## src/design/hrf_pkg.sv

```systemverilog
// Shared types, codes and constants of the hyperbolic Radon forward block.
package hrf_pkg;

  localparam int DEF_MAX_TIMES   = 256;
  localparam int DEF_MAX_PARAMS  = 64;
  localparam int DEF_MAX_OFFSETS = 64;

  localparam int STORE_DEPTH = 16384;
  localparam int STORE_AW    = 14;

  localparam int NUM_W  = 64;
  localparam int DEN_W  = 32;
  localparam int ROOT_W = 32;

  localparam logic [32:0] MAG_THRESHOLD = 33'd655;
  localparam logic [63:0] RATIO_CAP     = 64'h0000_0000_7FFF_FFFF;

  localparam logic [2:0] OP_LOAD_MODEL  = 3'd0;
  localparam logic [2:0] OP_LOAD_TIME   = 3'd1;
  localparam logic [2:0] OP_LOAD_OFFSET = 3'd2;
  localparam logic [2:0] OP_LOAD_PARAM  = 3'd3;
  localparam logic [2:0] OP_RUN         = 3'd4;
  localparam logic [2:0] OP_READ        = 3'd5;

  localparam logic [2:0] CFG_TIME_STEP      = 3'd0;
  localparam logic [2:0] CFG_SIN_SQ_THETA   = 3'd1;
  localparam logic [2:0] CFG_NEAREST_MODE   = 3'd2;
  localparam logic [2:0] CFG_TIMES_IN_USE   = 3'd3;
  localparam logic [2:0] CFG_PARAMS_IN_USE  = 3'd4;
  localparam logic [2:0] CFG_OFFSETS_IN_USE = 3'd5;
  localparam logic [2:0] CFG_DATA_LIMIT     = 3'd6;
  localparam logic [2:0] CFG_MODEL_LIMIT    = 3'd7;

  localparam logic [31:0] RST_TIME_STEP      = 32'd262;
  localparam logic [8:0]  RST_TIMES_IN_USE   = 9'd256;
  localparam logic [6:0]  RST_PARAMS_IN_USE  = 7'd64;
  localparam logic [6:0]  RST_OFFSETS_IN_USE = 7'd64;
  localparam logic [14:0] RST_LIMIT          = 15'd16384;

  typedef struct packed {
    logic [2:0]         op;
    logic [13:0]        index;
    logic signed [31:0] value;
  } item_t;

  typedef struct packed {
    logic signed [31:0] read_value;
    logic               run_done;
  } result_t;

  typedef enum logic [4:0] {
    S_CLEAR, S_IDLE, S_RDATA, S_HQ_RD, S_HQ_WAIT, S_DIV_R, S_DIV_B, S_BSQ1, S_BSQ2,
    S_NEXT_Q, S_T_CHECK, S_T_WAIT, S_DIV_A, S_ASQ, S_SUM, S_SQRT, S_PLACE, S_ADD0,
    S_ADD1, S_DONE
  } state_t;

endpackage

```

## src/design/hrf_div.sv

```systemverilog
// Restoring unsigned divider, one quotient bit per cycle.
module hrf_div
  import hrf_pkg::*;
(
  input  logic             clk,
  input  logic             rst,
  input  logic             start,
  input  logic [NUM_W-1:0] num,
  input  logic [DEN_W-1:0] den,
  output logic             busy,
  output logic             done,
  output logic [NUM_W-1:0] quo
);

  localparam int CW = $clog2(NUM_W);

  logic [DEN_W-1:0] den_q;
  logic [DEN_W:0]   rem;
  logic [CW-1:0]    cnt;
  logic [DEN_W:0]   rem_sh;
  logic             fits;

  assign rem_sh = {rem[DEN_W-1:0], quo[NUM_W-1]};
  assign fits   = rem_sh >= {1'b0, den_q};

  always_ff @(posedge clk) begin
    if (rst) begin
      busy <= 1'b0;
      done <= 1'b0;
      cnt  <= '0;
    end else begin
      done <= 1'b0;
      if (start) begin
        busy <= 1'b1;
        cnt  <= '0;
      end else if (busy) begin
        cnt <= cnt + 1'b1;
        if (cnt == CW'(NUM_W - 1)) begin
          busy <= 1'b0;
          done <= 1'b1;
        end
      end
    end
  end

  // The dividend shifts out at the top while quotient bits enter at the bottom.
  always_ff @(posedge clk) begin
    if (start) begin
      quo   <= num;
      den_q <= den;
      rem   <= '0;
    end else if (busy) begin
      rem <= fits ? (rem_sh - {1'b0, den_q}) : rem_sh;
      quo <= {quo[NUM_W-2:0], fits};
    end
  end

endmodule

```

## config.mk

```make
export PLATFORM = sky130hd
export DESIGN_NAME = hrf_div
export DESIGN_NICKNAME = d
export VERILOG_FILES = /design/src/design/hrf_pkg.sv /design/src/design/hrf_div.sv
export SDC_FILE = /design/constraint.sdc
export NUM_CORES = 1
export LEC_CHECK = 0
export BUFFER_PORTS_ARGS = -buffer_cell sky130_fd_sc_hd__buf_4
export CAP_MARGIN = 20
export CORE_ASPECT_RATIO = 0.9
export CORE_MARGIN = 10
export CORE_UTILIZATION = 55
export DETAILED_ROUTE_END_ITERATION = 16
export PLACE_DENSITY = 0.8
export SYNTH_ARGS = -nofsm -noshare
export SYNTH_HDL_FRONTEND = slang
export SYNTH_SLANG_ARGS = --single-unit
```

## constraint.sdc

```tcl
create_clock -name clk -period 3.4 [get_ports clk]
set_input_delay 0.17 -clock clk [delete_from_list [all_inputs] [get_ports clk]]
set_output_delay 0.17 -clock clk [all_outputs]
set_load 0.02 [all_outputs]
```

* Yosys cells after proc, flatten, opt, wreduce, memory -nomap -nowiden *
Cells that the tools add are included.

word-level totals
  register bits after elaboration = 136
  input port bits = 99
  output and inout port bits = 66

cells by class
  add/sub/neg operators = 2
  magnitude comparators = 1
  equal/unequal tests = 1
  mux-type cells = 7
  bitwise logic cells = 1
  reductions and logical operators = 3

operators with widths
  operator             count
  $mux 64              2
  $ge 33x32->1         1
  $mux 32              1
  $sub 32x32->32       1
  $add 6x1->6 const B  1
  $eq 6x6->1 const B   1
  $mux 1               4
  $reduce_or 3->1      1
  $reduce_bool 2->1    1
  $reduce_or 2->1      1
  $not 1->1            1

* Longest topological paths before layout *
  depth after elaboration = 4
  gate-level depth with buffers = 13

* Worst setup path before layout *
Ideal clock, no wire load.

  kind = flip-flop to flip-flop
  from = reg den_q[18]
  to = reg quo[0] (data pin)
  library setup time = 0.260 ns
  arrival = 2.521 ns
  required time = 3.140 ns
  path slack = 0.619 ns
  stages on the path, launching flop included = 12
  clock period less this slack = 2.781 ns
  path through = edfxtp_1 -> inv_1 -> ha_1 -> buf_6 -> a21o_1 -> a21o_1 -> a21oi_2 -> nand2b_1 -> o41a_4 -> a31o_2 -> buf_2 -> mux2_2

between the ends
  cells in the longest elaborated chain, start to end = 3

RTL lines
  what                      RTL line       text
  start: declaration        hrf_div.sv:17  logic [DEN_W-1:0] den_q;
  start signal: assignment  hrf_div.sv:50  den_q <= den;
  $ge 33x32->1              hrf_div.sv:24  assign fits = rem_sh >= {1'b0, den_q};
  $mux 64                   hrf_div.sv:52  end else if (busy) begin
  $mux 64                   hrf_div.sv:48  if (start) begin
  end signal: assignment    hrf_div.sv:49  quo <= num;
  end signal: assignment    hrf_div.sv:54  quo <= {quo[NUM_W-2:0], fits};
  end: declaration          hrf_div.sv:12  output logic [NUM_W-1:0] quo

Every way passes these cells. The select of a mux whose other input is x is not followed.
A chain may end at the register's enable or synchronous reset.

* Worst setup path in the final report *
  from = reg den_q[6]
  to = reg quo[0] (data pin)

The elaborated chain is that of the path after synthesis.

==> summary.md <==
| Metric | Value |
|---|---|
| Critical Path Sink Type | `flop` |
| Antenna diode instance count | `0` |
| Part of the power in registers | `40.9%` |
| PD cells | `508 nW/um2` |
| Area grow syn2layout | `30.6%` |
| CTS Buffer Depth | `2` |
| CTS tree | `done` |
| DRT antenna net count | `0` |
| Outcome | `finished clean` |
| First-pass GRT wire length | `30900 um` |
| Fillers | `927` |
| Sink Count | `136` |
| Total grt overflow | `0` |
| Routed length per instance | `18.4 um` |
| Max VDD drop | `0.000470 V` |
| PnR worst setup slack | `0.279 ns` |
| H-tree lvl count | `4` |
| Final setup violation count | `0` |
| Gpl congestion | `0.922` |
| Largest net degree at the start of global routing | `65` |
| FFs w/ async S/R, synth | `0%` |
| Final Skew | `0.00941 ns` |
| Post-Syn Area | `7470 um2` |
| Mapped Cells | `672` |
| Core footprint | `13300 um2` |
| RSZ-0062 raised after global routing | `false` |
| Skew-Pair Late Insertion Delay | `0.43 ns` |
| Critical Path Fanout Max | `22` |
| Vias per cell | `5.67` |
| Post-CTS sizing | `0` |
| All-layer global routing usage | `20.7%` |
| Reg clk slew, reported paths | `0.06 ns` |
| Ports | `165` |
| Post-synth EDFFs | `96` |
| Highest cell delay on the worst timing path | `0.49 ns` |
| CP Data Arrival Time | `3.30 ns` |
| Initial core utilization | `56.1%` |
| Hold Buf Count CTS | `33` |
| Hold crit path type | `input pin to flop` |
| Layout net count | `994` |
| Slowest cell on crit path | `o41a_4` |
| Syn_area_per_cell | `11.1 um2` |
| Routed wire length | `19200 um` |
| Site Rows | `40` |
| NetSw | `1380 uW` |
| Max Slew Vio Count | `0` |
| Syn_nets | `805` |
| WS Path Type | `flop to flop` |
| Die height | `131 um` |
| Max cap viols | `0` |
| Sequential share of the synthesized area | `49.3%` |
| Fin Hold WS | `0.0452 ns` |
| Via Count | `5911` |
| Final period utilization | `91.8%` |
| Die area | `18700 um2` |
| Crit path cell chain | `inv_1 > ha_1 > a21oi_1 > nand2_1 > o2111ai_1 > a21oi_2 > o41a_4 > a31o_2 > mux2_2` |
| Initial antenna violation count | `0` |
| Root Driver | `clkbuf_16` |
| Slew @ Worst Pin | `0.635 ns` |
| Vias in the first global route | `6030` |
| Pint | `3580 uW` |
| Min cycle time layout | `3.12 ns` |
| Port bufs | `164` |
| Multi-input gate area | `3460 um2` |
| Synth warn | `0` |
| Pre-antenna DRT Iters | `5` |
| Static Leak | `0.00403 uW` |
| Register Area | `3680 um2` |
| TNS Setup | `0 ns` |
| Most used DFF post-synth | `edfxtp_1` |
| Share of layout cells above drive strength 1 | `35.2%` |
| CP required | `3.58 ns` |
| Hold Vio Cnt, Final | `0` |
| FMAX | `320 MHz` |
| Register bit total from synthesis | `136` |
| Setup bufs post-CTS | `0` |
| Combinational Power Share | `20.8%` |
| Number of DRC markers in iteration 0 | `520` |
| Count of unique library cells instantiated by Yosys | `58` |
| CTS buffer count | `17` |
| Setup crit start kind | `flop` |
| Slew margin rel. | `57.7%` |
| Post-Place Setup Slack | `0.352 ns` |
| Switching share of power | `27.8%` |
| DRC | `0` |
| Chip width | `143 um` |
| Clock power frac | `38.3%` |
| Post-DP HPWL | `13800 um` |
stage by stage:
step / std cells / util, % / instance area, um2 / power [uW]
after floorplan: 672 / - / 7470 / 2680
after global placement: 977 / 66.3 / 8830 / 3010
after detailed placement: 977 / 66.3 / 8830 / 3040
after CTS: 1042 / 73.3 / 9760 / 4970
after global routing: 1042 / 73.3 / 9760 / 5150
final: 1042 / 73.3 / 9760 / 4950
Yosys cell counts, drive strengths merged (6+ instances only):
library cell  count  area (um2)
a211oi            6        45.0
a21o             15         115
a21oi            42         221
a311oi           23         339
buf              10        78.8
clkbuf           25        93.8
dfxtp            40         801
edfxtp           96        2880
ha               33         413
inv              41         154
mux2             64         721
nand2            65         246
nand2b           15        93.8
nand3             8        40.0
nand4            10        62.6
nor2             53         199
nor2b             7        43.8
nor3              8        40.0
nor3b             9        67.6
o21ai            23         115
or3               6        38.8
xnor2            18         158
xor2              9        78.8
power groups by stage:
stage / Combinational, uW / Clock, uW / Sequential [uW]
after global routing: 1120 / 1990 / 2040
after detailed placement: 988 / 0 / 2060
after global placement: 967 / 0 / 2050
after floorplan: 545 / 0 / 2140
after CTS: 1030 / 1920 / 2020
final: 1030 / 1900 / 2020
state kept, by name (all words and copies together) (netlist names):
register	flops
busy	1
cnt	6
den_q	32
done	1
quo	64
rem	32
final cells by class:
class | instances | share of cell area (%)
Sequential cell | 136 | 37.8
Multi-Input combinational cell | 460 | 35.5
Timing Repair Buffer | 205 | 16.9
Clock buffer | 18 | 4.40
Tap cell | 168 | 2.15
Clock inverter | 14 | 1.74
Inverter | 41 | 1.58
layer usage:
| layer | part of all wire, % | track usage (%) | vias up | wire length, um |
|---|---|---|---|---|
| met4 | 1.6 | 5.88 | 0 | 300 |
| met5 | 0 | 0 | - | 0 |
| li1 | - | - | 2853 | - |
| met2 | 51 | 34.7 | 189 | 9710 |
| met3 | 6.7 | 7.25 | 33 | 1280 |
| met1 | 41 | 24.8 | 2836 | 7930 |
logic make-up after synthesis:
| logic type | Yosys count | share of synthesized area (%) |
|---|---|---|
| buf+inv | 76 | 4.37 |
| mux | 66 | 9.91 |
| xor+xnor | 27 | 3.16 |
| flops | 136 | 49.3 |
| fa+ha+maj | 34 | 5.79 |
| simple gates | 196 | 12.5 |
| compound gates | 137 | 14.9 |
final timing paths:
path / from / endpoint / slack, ns / cells after the start
setup / recovery: den_q[6]$_DFFE_PP_ / quo[0]$_DFFE_PP_ / 0.28 / 9
hold / removal: num[34] / quo[34]$_DFFE_PP_ / 0.05 / 2
setup reg to reg: den_q[6]$_DFFE_PP_ / quo[0]$_DFFE_PP_ / 0.28 / 9
hold reg to reg: cnt[5]$_SDFFE_PP0P_ / cnt[5]$_SDFFE_PP0P_ / 0.50 / 2
layout by cell type (no fill, tap or decap), types with 8 or more instances in the layout:
cell type / instances
inv_1: 41
nand2b_1: 15
nor2_1: 53
xor2_1: 9
dlygate4sd3_1: 33
nand2_1: 64
o21ai_0: 22
nor3_1: 8
a311oi_2: 22
a21oi_1: 39
xnor2_1: 18
ha_1: 33
buf_4: 170
nor3b_1: 9
a21o_1: 13
edfxtp_1: 96
nand3_1: 8
mux2_2: 64
nand4_1: 10
dfxtp_1: 39
clkbuf_16: 17
worst max-delay path, delay by kind of cell (launching register included):
| family | cells | cell delay (ns) |
|---|---|---|
| AND/OR/NAND/NOR | 1 | 0.10 |
| multiplexers | 1 | 0.33 |
| AO/OA/AOI/OAI | 5 | 1.69 |
| adder cells (fa/ha/maj) | 1 | 0.37 |
| flip-flops | 1 | 0.33 |
| buffers and inverters | 1 | 0.04 |
Note: power is estimated with default switching activity, not from simulation.
