[src/design/hrf_pkg.sv]
// Shared types, codes and constants of the hyperbolic Radon forward block.
package hrf_pkg;

  localparam int DEF_MAX_TIMES   = 256;
  localparam int DEF_MAX_PARAMS  = 64;
  localparam int DEF_MAX_OFFSETS = 64;

  localparam int STORE_DEPTH = 16384;
  localparam int STORE_AW    = 14;

  localparam int NUM_W  = 64;
  localparam int DEN_W  = 32;
  localparam int ROOT_W = 32;

  localparam logic [32:0] MAG_THRESHOLD = 33'd655;
  localparam logic [63:0] RATIO_CAP     = 64'h0000_0000_7FFF_FFFF;

  localparam logic [2:0] OP_LOAD_MODEL  = 3'd0;
  localparam logic [2:0] OP_LOAD_TIME   = 3'd1;
  localparam logic [2:0] OP_LOAD_OFFSET = 3'd2;
  localparam logic [2:0] OP_LOAD_PARAM  = 3'd3;
  localparam logic [2:0] OP_RUN         = 3'd4;
  localparam logic [2:0] OP_READ        = 3'd5;

  localparam logic [2:0] CFG_TIME_STEP      = 3'd0;
  localparam logic [2:0] CFG_SIN_SQ_THETA   = 3'd1;
  localparam logic [2:0] CFG_NEAREST_MODE   = 3'd2;
  localparam logic [2:0] CFG_TIMES_IN_USE   = 3'd3;
  localparam logic [2:0] CFG_PARAMS_IN_USE  = 3'd4;
  localparam logic [2:0] CFG_OFFSETS_IN_USE = 3'd5;
  localparam logic [2:0] CFG_DATA_LIMIT     = 3'd6;
  localparam logic [2:0] CFG_MODEL_LIMIT    = 3'd7;

  localparam logic [31:0] RST_TIME_STEP      = 32'd262;
  localparam logic [8:0]  RST_TIMES_IN_USE   = 9'd256;
  localparam logic [6:0]  RST_PARAMS_IN_USE  = 7'd64;
  localparam logic [6:0]  RST_OFFSETS_IN_USE = 7'd64;
  localparam logic [14:0] RST_LIMIT          = 15'd16384;

  typedef struct packed {
    logic [2:0]         op;
    logic [13:0]        index;
    logic signed [31:0] value;
  } item_t;

  typedef struct packed {
    logic signed [31:0] read_value;
    logic               run_done;
  } result_t;

  typedef enum logic [4:0] {
    S_CLEAR, S_IDLE, S_RDATA, S_HQ_RD, S_HQ_WAIT, S_DIV_R, S_DIV_B, S_BSQ1, S_BSQ2,
    S_NEXT_Q, S_T_CHECK, S_T_WAIT, S_DIV_A, S_ASQ, S_SUM, S_SQRT, S_PLACE, S_ADD0,
    S_ADD1, S_DONE
  } state_t;

endpackage

[src/design/hrf_sqrt.sv]
// Digit-by-digit integer square root, two radicand bits per cycle.
module hrf_sqrt
  import hrf_pkg::*;
(
  input  logic              clk,
  input  logic              rst,
  input  logic              start,
  input  logic [NUM_W-1:0]  radicand,
  output logic              busy,
  output logic              done,
  output logic [ROOT_W-1:0] root
);

  localparam int CW = $clog2(ROOT_W);
  localparam int RW = ROOT_W + 3;

  logic [NUM_W-1:0] x;
  logic [RW-1:0]    rem;
  logic [CW-1:0]    cnt;
  logic [RW-1:0]    rem_sh;
  logic [RW-1:0]    trial;
  logic             fits;

  assign rem_sh = {rem[RW-3:0], x[NUM_W-1:NUM_W-2]};
  assign trial  = {1'b0, root, 2'b01};
  assign fits   = rem_sh >= trial;

  always_ff @(posedge clk) begin
    if (rst) begin
      busy <= 1'b0;
      done <= 1'b0;
      cnt  <= '0;
    end else begin
      done <= 1'b0;
      if (start) begin
        busy <= 1'b1;
        cnt  <= '0;
      end else if (busy) begin
        cnt <= cnt + 1'b1;
        if (cnt == CW'(ROOT_W - 1)) begin
          busy <= 1'b0;
          done <= 1'b1;
        end
      end
    end
  end

  always_ff @(posedge clk) begin
    if (start) begin
      x    <= radicand;
      rem  <= '0;
      root <= '0;
    end else if (busy) begin
      x    <= {x[NUM_W-3:0], 2'b00};
      rem  <= fits ? (rem_sh - trial) : rem_sh;
      root <= {root[ROOT_W-2:0], fits};
    end
  end

endmodule

[config.mk]
export PLATFORM = sky130hd
export DESIGN_NAME = hrf_sqrt
export DESIGN_NICKNAME = d
export VERILOG_FILES = /design/src/design/hrf_pkg.sv /design/src/design/hrf_sqrt.sv
export SDC_FILE = /design/constraint.sdc
export NUM_CORES = 1
export LEC_CHECK = 0
export BUFFER_PORTS_ARGS = -buffer_cell sky130_fd_sc_hd__buf_2
export CAP_MARGIN = 0
export CORE_MARGIN = 2
export CORE_UTILIZATION = 63
export CTS_CLUSTER_DIAMETER = 60
export DETAILED_ROUTE_END_ITERATION = 12
export GPL_TIMING_DRIVEN = 1
export PLACE_DENSITY = 0.89
export SETUP_SLACK_MARGIN = 0.02
export SLEW_MARGIN = 15
export SYNTH_ARGS = -nofsm -noshare
export SYNTH_HDL_FRONTEND = slang
export SYNTH_SLANG_ARGS = --single-unit
[constraint.sdc]
create_clock -name clk -period 5.9 [get_ports clk]
set_clock_uncertainty 0.15 [all_clocks]
set_input_delay 0.59 -clock clk [delete_from_list [all_inputs] [get_ports clk]]
set_output_delay 0.59 -clock clk [all_outputs]
set_load 0.02 [all_outputs]
* Yosys cells after proc, flatten, opt, wreduce, memory -nomap -nowiden
Cells that the tools add are included.
** Word-level totals
- Bits in registers :: 136
- Input port bits :: 67
** Cells by class
- Bitwise gates (word level) :: 1
- Eq/ne operators :: 1
- Mux-type cells :: 7
- Reduce and logical (&&, ||, !) cells :: 3
- $add $sub $neg :: 2
- Order comparisons :: 1
** Operator list (count)
- two-way mux 64 bit :: 2
- greater-or-equal comparator 35 x 34 -> 1 bit :: 1
- two-way mux 33 bit :: 1
- subtractor 33 bit :: 1
- adder 5 x 1 -> 5 bit (second input constant) :: 1
- == test 5 bit (second input constant) :: 1
- two-way mux 1 bit :: 4
- OR reduction 3 bit :: 1
- nonzero test 2 bit :: 1
- OR reduction 2 bit :: 1
- NOT 1 bit :: 1

* Longest topological paths before layout
- Depth after elaboration :: 4
- Depth in mapped cells :: 13

* Worst setup path before layout
OpenSTA, ideal clock, no wires.
- Path type :: flip-flop to flip-flop
- From :: reg root[6]
- To :: reg rem[11]
- Setup slack :: 2841 ps
- Buffers on the path :: 3
- Setup time :: 86 ps
- Cell stages (with the launch flop) :: 14
- Data arrival time :: 2824 ps
- Required time :: 5664 ps
- Clock period less this slack :: 3059 ps
- Path through :: dfxtp_1 inv_1 ha_1 clkbuf_1 a21o_1 a221oi_2 o31ai_2 a22o_1 a211o_1 a21o_1 buf_6 buf_8 mux2i_1 a211oi_1
** On the way
- Cells in the longest elaborated chain, start to end :: 2
- Elaborated cells on any way between the ends :: 3
** Ends and longest elaborated chain
- start: declaration :: RTL line hrf_sqrt.sv:11 : output logic [ROOT_W-1:0] root
- start signal: assignment :: RTL line hrf_sqrt.sv:56 : root <= {root[ROOT_W-2:0], fits};
- subtractor 33 bit / greater-or-equal comparator 35 x 34 -> 1 bit (equally long branches) :: RTL line hrf_sqrt.sv:55, hrf_sqrt.sv:26
- two-way mux 33 bit (*) :: RTL line hrf_sqrt.sv:55 : rem <= fits ? (rem_sh - trial) : rem_sh;
- end signal: assignment :: RTL line hrf_sqrt.sv:55
- end: declaration :: RTL line hrf_sqrt.sv:18 : logic [RW-1:0] rem;
Mark *: on every way between the ends. The rest lies on a longest branch, timed or not.
A chain may end at the register's enable or synchronous reset.

* Worst setup path in the final report
- From :: reg root[13]
- To :: reg rem[4]
** On the way
- Cells in the longest elaborated chain, start to end :: 2
** Ends and longest elaborated chain
- greater-or-equal comparator 35 x 34 -> 1 bit :: RTL line hrf_sqrt.sv:26 : assign fits = rem_sh >= trial;
- two-way mux 33 bit :: RTL line hrf_sqrt.sv:55
No other way between the ends.

==> impl_results.md <==
* Run status: complete, but fails checks
* Violations in the final reports: design-rule violations
* Setup slack after layout at around 2.4 ns
* Core Footprint at 11500 um2
* Worst setup path category: reg -> reg
* Clock root buffer master: sky130_fd_sc_hd__clkbuf_16
* Switching power summed over all nets at 1.94 mW
* Number of pins exceeding their max-slew limit in the final report at 0
* Later-pin clock latency in the skew report at 0.43 ns
* Synth unique cells at 60
* Measured slew at the worst slew-check pin at 1.01 ns
* Die extent in x at 113 um
* Routed length per placed instance at between 15 and 20 um
* Antenna cell count at 0
* Type of the most critical hold path: in -> reg
* Total area of multi-input combinational cells at 3800 um2
* Most common library cell in the layout ignoring fill and taps: sky130_fd_sc_hd__buf_2
* Crit end category: flop
* Crit start category: flop
* Switching power share of the total at 41.1%
* Top_reg_cell synth: sky130_fd_sc_hd__dfxtp_1
* Maximum buffer depth of the clock tree at 2
* Number of clock buffers inserted by TritonCTS at 17
* Sequential element share of the synthesized area at 44.8%
* CTS H-tree lvls at 4
* Max transition margin at 32.2%
* Synth async-reset ratio at 0%
* Logic pwr share at 51.8%
* TritonCTS clock tree: built
* Cell area after synthesis at 7510 um2
* Count of standard-cell rows at 39
* Flops & latches, synth at 136
* Portion of the clock cycle consumed by the worst path in the final layout at roughly three fifths
* Static leakage power at 3.64 nW
* Cts-stage hold buffer count at 0
* Setup repair after global routing missed its margin: false
* Final setup fails at 0
* Most frequent cells in the layout: sky130_fd_sc_hd__buf_2, sky130_fd_sc_hd__nor2_1, sky130_fd_sc_hd__dfxtp_1
* Storage cell area at 3370 um2
* Clock transition at the registers of the reported paths at 0.06 ns
* GRT Residual Overflow at 0
* Ports placed on the boundary at slightly above 100
* Initial Utilization at 65.2%
* Detailed Routing Iterations Pass 1 at 9
* Final layout net count at 917
* Max cap viols at 0
* Worst hold margin at roughly 0.26 ns
* Post-Layout Cell Count at 970
* Remaining design rule violation count at 3
* Power Total at approximately 4.7 mW
* Number of buffers inserted by port buffering at 100
* CP startpoint: root[13]
* Crit path DAT at around 3.6 ns
* Clock period minus worst slack at 3.51 ns
* Routability-driven placement congestion ratio at 0.971
* Post-Place Setup Slack at 2.46 ns
* Peak fanout along the critical path at 20
* Hold_sp: rst
* Area of the die at 12800 um2
* Remaining number of nets flagged by the antenna check after routing at 0
* Upper clock frequency limit at 0.285 GHz
* Number of flops mapped to enable cells by yosys at between 60 and 70
* Routed wire length at 17400 um
* Sum of negative setup slack at 0 ns
* Via-per-instance ratio at 6.07
* Fillers at 766
* Seq pwr share at 25.9%
* Total nets after synthesis at 831
* YS warnings at 0
* Cell-internal power at 2.77 mW
* Endpoint required time on the critical path at 6.01 ns
* Cells after synthesis at roughly 730
* Via count of the first global-routing pass at 6150
* Initial antenna violation count at 0
* Number of placed cells counting well taps at 938
* Via count at approximately 5900
* Iteration-0 DRC count of the detailed router at 390
* Buffers inserted by post-CTS timing repair at 0
* Count of endpoints failing hold in the final timing report at 0
* Wire length of the first global-routing pass at around 29000 um
* Clk pwr share at 22.3%
* P per Cell Area at around 540 nW/um2
* Total of cells resized after clock tree synthesis at 0
* Worst R2R Start: root[13]
* Vertical extent of the die at around 110 um
* Overall fraction of global-route tracks in use at between 20% and 30%
* Area growth syn-to-layout at 15.0%
* Clk sink count at 136
* Synthesized area divided by synthesized cell count at ~10 um2
* Worst ir drop on vdd at 0.000413 V
* Fraction of layout instances using a drive strength above 1 at between 20 and 25%
* Largest net degree at the start of global routing at 80
* Sum of net half-perimeters after detailed placement at about 12000 um
==> cells by family (layout without fill, tap and decap cells) <==
family / Yosys count / after routing / synth area share [%]
adders and majority gates: 36 / 36 / 5.99
and+or+nand+nor: 172 / 172 / 10.3
xor gates and xnor gates: 30 / 30 / 3.50
DFF: 136 / 136 / 44.8
AOI/OAI and AO/OA: 154 / 154 / 14.3
buffers and inverters: 84 / 183 / 4.66
muxes: 116 / 116 / 16.5
==> power by group through the flow <==
stage                     Sequential, mW  Clock (mW)  Combinational, mW
after floorplan                     1.20           0               2.02
after global placement              1.23           0               2.28
after detailed placement            1.23           0               2.37
after CTS                           1.22        1.06               2.40
after global routing                1.23        1.10               2.67
final                               1.22        1.05               2.44
==> metal layers <==
layer	global-route usage [%]	wire (um)	vias to the layer above
met2	49.8	8860	176
met1	32.0	7040	2841
met5	0	0	-
met4	12.0	358	0
met3	8.94	1090	34
li1	-	-	2839
==> Yosys cell counts (4+ instances only) <==
cell type | number | area, um2
sky130_fd_sc_hd__nor2_1 | 77 | 289
sky130_fd_sc_hd__dfxtp_1 | 72 | 1440
sky130_fd_sc_hd__edfxtp_1 | 64 | 1920
sky130_fd_sc_hd__mux2_2 | 62 | 698
sky130_fd_sc_hd__mux2i_1 | 54 | 541
sky130_fd_sc_hd__inv_1 | 46 | 173
sky130_fd_sc_hd__nand2_1 | 39 | 146
sky130_fd_sc_hd__ha_1 | 36 | 450
sky130_fd_sc_hd__a21oi_1 | 33 | 165
sky130_fd_sc_hd__a211oi_1 | 25 | 188
sky130_fd_sc_hd__clkbuf_1 | 24 | 90.1
sky130_fd_sc_hd__o21ai_0 | 22 | 110
sky130_fd_sc_hd__xnor2_1 | 19 | 166
sky130_fd_sc_hd__a21o_1 | 13 | 97.6
sky130_fd_sc_hd__nand4_1 | 12 | 75.1
sky130_fd_sc_hd__xor2_1 | 11 | 96.3
sky130_fd_sc_hd__nand3_1 | 10 | 50.1
sky130_fd_sc_hd__o21a_1 | 10 | 75.1
sky130_fd_sc_hd__buf_1 | 9 | 33.8
sky130_fd_sc_hd__nor3_1 | 9 | 45.0
sky130_fd_sc_hd__and3_1 | 8 | 50.1
sky130_fd_sc_hd__o21bai_1 | 6 | 45.0
sky130_fd_sc_hd__a31oi_1 | 5 | 31.3
sky130_fd_sc_hd__o211ai_1 | 5 | 37.5
sky130_fd_sc_hd__o31ai_1 | 4 | 30.0
==> path summary, 6_finish.rpt <==
check / slack [ns] / cells after the start / end
worst max-delay path: 2.39 / 11 / rem[4]
worst min-delay path: 0.26 / 2 / busy
worst max register to register: 2.39 / 11 / rem[4]
worst min register to register: 0.34 / 1 / rem[31]
==> metrics by stage <==
stage | cell area [um2] | utilization [%]
floorplan | 7510 | -
global placement | 8060 | 70.0
detailed placement | 8060 | 70.0
CTS | 8640 | 75.0
global route | 8640 | 75.0
finish | 8640 | 75.0
==> sequential cells by signal, indices dropped and copies added (netlist names) <==
| register | flops |
|---|---|
| busy | 1 |
| done | 1 |
| rem | 33 |
| x | 64 |
| cnt | 5 |
| root | 32 |
==> worst max-delay path: stages, from the launching register on <==
cell,delay (ns)
sky130_fd_sc_hd__dfxtp_1,0.38
sky130_fd_sc_hd__inv_1,0.06
sky130_fd_sc_hd__ha_1,0.45
sky130_fd_sc_hd__nand4_1,0.19
sky130_fd_sc_hd__nor3_1,0.32
sky130_fd_sc_hd__and3_1,0.20
sky130_fd_sc_hd__a22o_1,0.20
sky130_fd_sc_hd__a211o_1,0.18
sky130_fd_sc_hd__a21o_1,0.41
sky130_fd_sc_hd__buf_4,0.43
sky130_fd_sc_hd__mux2i_1,0.26
sky130_fd_sc_hd__a211oi_1,0.11
==> area by class of cell <==
cell class,count,area share [%]
clock buffers,20,5.06
repair buffers,105,6.26
clock inverters,12,1.65
multi-input cells,508,44.0
well taps,143,2.07
inverters,46,2.00
flip-flops and latches,136,39.0
No activity file was read; power rests on OpenSTA's default activity.
